<file path="config.mk">
export PLATFORM = sky130hd
export DESIGN_NAME = ssgd_cell
export DESIGN_NICKNAME = d
export VERILOG_FILES = /design/src/design/ssgd_pkg.sv /design/src/design/ssgd_cell.sv
export SDC_FILE = /design/constraint.sdc
export NUM_CORES = 1
export LEC_CHECK = 0
export BUFFER_PORTS_ARGS = -buffer_cell sky130_fd_sc_hd__buf_4
export CAP_MARGIN = 20
export CORE_MARGIN = 3
export CORE_UTILIZATION = 40
export CTS_CLUSTER_DIAMETER = 50
export DETAILED_ROUTE_END_ITERATION = 7
export GPL_TIMING_DRIVEN = 0
export PLACE_DENSITY = 0.67
export REMOVE_ABC_BUFFERS = 1
export SKIP_CTS_REPAIR_TIMING = 1
export SLEW_MARGIN = 40
export SYNTH_ARGS = -nofsm -noshare
export SYNTH_HDL_FRONTEND = slang
export SYNTH_SLANG_ARGS = --single-unit
</file>
<file path="constraint.sdc">
create_clock -name i_clk -period 7.5 [get_ports i_clk]
set_input_delay 0.375 -clock i_clk [delete_from_list [all_inputs] [get_ports i_clk]]
set_output_delay 0.375 -clock i_clk [all_outputs]
set_load 0.01 [all_outputs]
</file>
<file path="src/design/ssgd_pkg.sv">
// Package for the switch-scan and gaze-dwell selector.
// Holds payload structs, request codes, register indexes and sizes; no dependencies.
package ssgd_pkg;

    localparam int MaxTargets = 16;
    localparam int IdxBits    = $clog2(MaxTargets);
    localparam int CntBits    = $clog2(MaxTargets + 1);
    localparam int TimerBits  = 17;
    localparam logic [TimerBits-1:0] TimerMax = '1;

    typedef enum logic [1:0] {
        REQ_ADD   = 2'd0,
        REQ_CLEAR = 2'd1,
        REQ_GAZE  = 2'd2,
        REQ_TICK  = 2'd3
    } t_req;

    localparam logic [2:0] REG_SCAN_EN   = 3'd0;
    localparam logic [2:0] REG_PERIOD    = 3'd1;
    localparam logic [2:0] REG_REVERSE   = 3'd2;
    localparam logic [2:0] REG_TWO_SW    = 3'd3;
    localparam logic [2:0] REG_GAZE_EN   = 3'd4;
    localparam logic [2:0] REG_ALPHA     = 3'd5;
    localparam logic [2:0] REG_DWELL     = 3'd6;

    typedef struct packed {
        logic [1:0]         req_type;
        logic signed [15:0] pos_x;
        logic signed [15:0] pos_y;
        logic [14:0]        size_w;
        logic [14:0]        size_h;
        logic [15:0]        elapsed;
        logic               select_pressed;
        logic               next_pressed;
    } t_in;

    typedef struct packed {
        logic [3:0] focus_index;
        logic       focus_valid;
        logic       scan_activate;
        logic [3:0] gaze_index;
        logic       gaze_valid;
        logic       gaze_activate;
        logic [4:0] target_count;
        logic       table_full;
    } t_out;

    // Target rectangle in pixels: left, top, right, bottom (17-bit signed edges).
    typedef struct packed {
        logic signed [16:0] x0;
        logic signed [16:0] y0;
        logic signed [16:0] x1;
        logic signed [16:0] y1;
    } t_rect;

    // Beat passed from cell to cell during a hit-test sweep.
    typedef struct packed {
        logic               hit;
        logic [IdxBits-1:0] idx;
    } t_hit;

endpackage

</file>
<file path="src/design/ssgd_cell.sv">
// One target cell: holds a rectangle and tests the gaze point against it.
// Depends on ssgd_pkg. Cells form a chain that carries the first-hit result.
module ssgd_cell
    import ssgd_pkg::*;
(
    input  logic               i_clk,
    input  logic               i_load,
    input  t_rect              i_rect,
    input  logic [IdxBits-1:0] i_my_idx,
    input  logic               i_live,
    input  logic signed [33:0] i_gx,
    input  logic signed [33:0] i_gy,
    input  t_hit               i_hit,
    output t_hit               o_hit
);

    t_rect r_rect;
    logic  inside_w;
    logic signed [17:0] gx_int_w, gy_int_w;
    logic signed [17:0] x0_w, y0_w, x1_w, y1_w;

    // Rectangle storage, written on add.
    always_ff @(posedge i_clk) begin
        if (i_load) begin
            r_rect <= i_rect;
        end
    end

    // Integer part of the smoothed point and sign-extended edges.
    assign gx_int_w = i_gx[33:16];
    assign gy_int_w = i_gy[33:16];
    assign x0_w     = {r_rect.x0[16], r_rect.x0};
    assign y0_w     = {r_rect.y0[16], r_rect.y0};
    assign x1_w     = {r_rect.x1[16], r_rect.x1};
    assign y1_w     = {r_rect.y1[16], r_rect.y1};

    // Inclusive hit test on the integer part of the smoothed point.
    // floor(s) >= x0 equals s >= x0*65536; s <= x1*65536 needs exact fraction.
    assign inside_w = i_live
        && (gx_int_w >= x0_w)
        && ((gx_int_w < x1_w) || ((gx_int_w == x1_w) && (i_gx[15:0] == '0)))
        && (gy_int_w >= y0_w)
        && ((gy_int_w < y1_w) || ((gy_int_w == y1_w) && (i_gy[15:0] == '0)));

    // Earlier hit wins; otherwise this cell claims it.
    always_comb begin
        o_hit = i_hit;
        if (!i_hit.hit && inside_w) begin
            o_hit.hit = 1'b1;
            o_hit.idx = i_my_idx;
        end
    end

endmodule

</file>
After elaboration in Yosys (flattened, before gate mapping)
Index checks and enable logic that the tools add are counted.

Register bits after elaboration: 68. Latch bits: 0. RAM bits: 0. ROM bits: 0. Bits of input ports: 148. Output and inout bits: 5. Logic and storage cells: 23. Memories kept: 0.

$add $sub $neg: 0. $mul: 0. Divide/modulo/power cells: 0. $lt $le $gt $ge: 4. Eq/ne operators: 2. Shifts and indexed selects: 0. Muxes and demuxes: 1. Bitwise gates (word level): 0. Reductions and logical operators: 12.

Operators by type and width (number): $eq A18 B17 Y1 (2); $ge A18 B17 Y1 (2); $lt A18 B17 Y1 (2); $logic_not A16 Y1 (2); $logic_and A1 B1 Y1 (7); $mux W5 (1); $logic_or A1 B1 Y1 (2); $logic_not A1 Y1 (1).

Depth between registers and ports, before layout
Depth in word-level cells: 8. Mapped depth: 9. Gate-level depth less buffers: 9.

Least setup slack after synthesis
OpenSTA, ideal clock, no wires.

Path type: input port to output port. Start point: input port i_gy[33]. End point: output port o_hit[0] (netlist name). Data arrival time: 2.441 ns. Data required time: 7.125 ns. Slack: 4.684 ns. Stages on the path: 8. Path buffers: 0. Path through: ha_1 > nand3_2 > or3_4 > o41ai_1 > a31oi_1 > a211oi_2 > and4bb_4 > mux2_4.

RTL lines: start: declaration (RTL line ssgd_cell.sv:12) `input logic signed [33:0] i_gy,`; end: declaration (RTL line ssgd_cell.sv:14) `output t_hit o_hit`.

==> impl_results.rst <==
.. list-table::
   :header-rows: 1

   * - Metric
     - Value
   * - Complex-gate fraction of the synthesized area
     - 9.36%
   * - Main combinational cell family by area after synthesis
     - adder cells
   * - Cell chosen for the clock root
     - clkbuf_8
   * - Max FFs per register
     - 68
   * - Maximum number of pins on one net before global-route repair
     - 69
   * - Largest fanout on the critical path
     - 4
   * - Fraction of final layout cells sized beyond drive strength 1
     - 33.9%
   * - HPWL after detailed placement
     - 7910 µm
   * - Number of buffers and inverters on the critical path
     - 2
   * - Commonest cells after routing, fill and taps aside
     - buf_4, ha_1, inv_1, edfxtp_1, a21oi_1
   * - Count of flip-flops with a built-in enable after synthesis
     - 68
   * - Placement Rows
     - 36
   * - Status
     - completed
   * - Final number of setup-violating endpoints
     - 0
   * - Number of endpoints with negative hold slack in the final report
     - 0
   * - Most common cell after layout, fill and taps aside
     - buf_4
   * - Top Family by Delay on Critical Path
     - compound AO/OA/AOI/OAI gates
   * - Classification of the worst-slack hold path
     - primary input to flip-flop
   * - Flip-flop cell with the highest count after synthesis
     - edfxtp_1
   * - Standard cell area after detailed placement
     - 0.00536 mm²
   * - # port buffers
     - 152
   * - Slew Viols, Final
     - 0
   * - Final Routed Wirelength
     - 9490 µm
   * - Top-level port count
     - 153
   * - Mapped Cells
     - 344
   * - Netlist Area Pre-Place
     - 0.00405 mm²
   * - Overall track demand over capacity in global routing
     - 17.0%
   * - Xor/xnor cell area share of the yosys netlist
     - 0%
   * - Clock buffer count from CTS
     - 9
   * - Number of nets at the end of the flow
     - 727
   * - Vertical extent of the die
     - 107 µm
   * - Power per Cell Area
     - 163 mW/mm²
   * - Sequential fraction of the synthesis area
     - 50.4%
   * - Post-placement worst setup slack
     - 4.05 ns
   * - Actual transition at the worst max-transition pin
     - 0.743 ns
   * - Critical path type
     - flip-flop to output pin
   * - Post-synthesis share of cell area spent on and, or, nand and nor gates
     - 9.76%
   * - Top reg by flops
     - r_rect
   * - Horizontal die dimension
     - 107 µm
   * - Antenna violations before repair
     - 0
   * - IR Drop Worst-Case VDD
     - 98.2 µV
   * - Final critical delay including setup and external delays
     - 3.66 ns
   * - Core box area
     - 0.00982 mm²
   * - Layout-stage area growth over the synthesis result
     - 36.1%
   * - Mux contribution to synthesized area
     - 1.73%
   * - RSZ-0062 raised after global routing
     - false
   * - Slew HR
     - 49.2%
   * - Num Clock Sinks
     - 68
   * - Non-filler cells, final
     - 644
   * - Logic depth of the worst path, buffers included
     - 10
   * - Upper clock frequency limit
     - 273 MHz
   * - Capturing instance or port of the critical path
     - o_hit[1]
   * - Via-per-instance ratio
     - 4.87
   * - Drc violations
     - 0
   * - Cells along the critical path
     - inv_1 -> ha_1 -> a21oi_1 -> a211oi_1 -> a2111oi_0 -> a31oi_1 -> a211oi_2 -> and4bb_4 -> mux2_4 -> buf_4
   * - Worst Setup Slack, final
     - 3.84 ns
   * - Arrival time at the worst endpoint
     - 3.29 ns
   * - Final estimated routing congestion in global placement
     - 0.814
   * - First-pass GRT wire length
     - 14900 µm
   * - Adder and majority gate portion of the synthesized area
     - 22.2%
   * - Pre-antenna DRT Iters
     - 4
   * - Initial core utilization
     - 41.2%
   * - Lkg Pwr
     - 2.66 nW
   * - Detailed router's first-iteration violation count
     - 116
   * - Clock transition at path regs
     - 0.07 ns
   * - Number of buffers between clock root and the deepest sink
     - 2
   * - Fraction of registers with async set or reset after synthesis
     - 0%
   * - Antenna violation net count after detailed routing
     - 0
   * - Ant. Diodes
     - 0
   * - Number of storage elements in the synthesis netlist
     - 68
   * - Yosys warning count
     - 0
   * - Post-synthesis cell type count
     - 41
   * - Endpoint class of the critical path
     - output pin
   * - Largest registers in the final layout
     - r_rect x68
   * - Max stage delay on crit path
     - 0.68 ns
   * - Crit path max-delay cell type
     - a2111oi_0
   * - Inst Count DP
     - 629
   * - Critical path launch point type
     - flip-flop
   * - Via Count
     - 3137
   * - Die outline area
     - 0.0114 mm²
   * - Post-synthesis average cell area
     - 11.8 µm²
   * - Accumulated negative setup slack
     - 0 ns
   * - Remaining global-route overflow
     - 0
   * - TritonCTS clock tree
     - yes
   * - Overall power after layout
     - 0.898 mW
   * - Share of the clock period used by the worst path after layout
     - 48.8%
   * - Max-cap check violation count
     - 0
   * - Total non-filler cell area in the finished layout
     - 0.00551 mm²
   * - Routed len/inst
     - 14.7 µm
   * - CTS H-Tree Depth
     - 3
   * - First element of the critical path
     - r_rect[12]
   * - Req. time, crit path
     - 7.12 ns
   * - Via count of the first global-routing pass
     - 3181
==> power breakdown <==
part | internal (mW) | leakage (nW) | switching, mW | total (mW)
Sequential | 0.452 | 0.666 | 0.00741 | 0.459
Combinational | 0.105 | 1.92 | 0.0899 | 0.195
Clock | 0.116 | 0.0715 | 0.128 | 0.244
==> routing by layer <==
metal  vias to the layer above  global-route usage (%)  part of all wire, %
met4                         0                    7.76                  2.5
met5                         -                       0                    0
met2                        90                    28.4                   50
met1                      1437                    21.5                   42
met3                        17                    2.95                  5.6
li1                       1593                       -                    -
==> worst min path at each step <==
stage                           from          to  slack, ns  cells after the start
after detailed placement  i_rect[65]  r_rect[65]       0.55                      1
final                     i_rect[46]  r_rect[46]       0.21                      1
after global routing      i_rect[44]  r_rect[44]       0.18                      1
after CTS                 i_rect[65]  r_rect[65]       0.19                      1
after floorplan            i_rect[0]   r_rect[0]       0.47                      0
after global placement    i_rect[38]  r_rect[38]       0.55                      1
==> cells by family (layout without fill, tap and decap cells) <==
family	Yosys count	after routing
muxes	5	5
buffers and inverters	70	237
adders and majority gates	72	72
DFF	68	68
and+or+nand+nor	69	69
AOI/OAI and AO/OA	60	60
==> area by class of cell <==
| class | instances | area, µm² |
|---|---|---|
| Sequential cell | 68 | 2040 |
| Inverter | 70 | 263 |
| Clock buffer | 12 | 135 |
| Fill cell | 865 | 4310 |
| Multi-Input combinational cell | 206 | 1750 |
| Clock inverter | 3 | 15.0 |
| Timing Repair Buffer | 152 | 1140 |
| Tap cell | 133 | 166 |
==> cells in the mapped netlist, types with 2 or more instances <==
cell type | n | area, µm²
nor2_1 | 7 | 26.3
and4_1 | 2 | 17.5
nand3_1 | 8 | 40.0
nor4_1 | 7 | 43.8
edfxtp_1 | 68 | 2040
nand2_1 | 14 | 52.6
nor3_1 | 4 | 20.0
a21oi_1 | 27 | 135
ha_1 | 72 | 901
nand2b_1 | 2 | 12.5
nor2b_1 | 4 | 25.0
nand4_1 | 13 | 81.3
mux2_4 | 4 | 60.1
a31oi_1 | 3 | 18.8
inv_1 | 70 | 263
a21o_1 | 6 | 45.0
o21ai_1 | 2 | 10.0
o21ai_0 | 8 | 40.0
==> metrics by stage <==
stage	util (%)	hold WS [ns]
final	56.1	0.206
after global routing	56.1	0.182
after CTS	56.1	0.189
after detailed placement	54.6	0.554
after global placement	54.6	0.553
after floorplan	-	0.474
(Power assumes the default switching activity.)
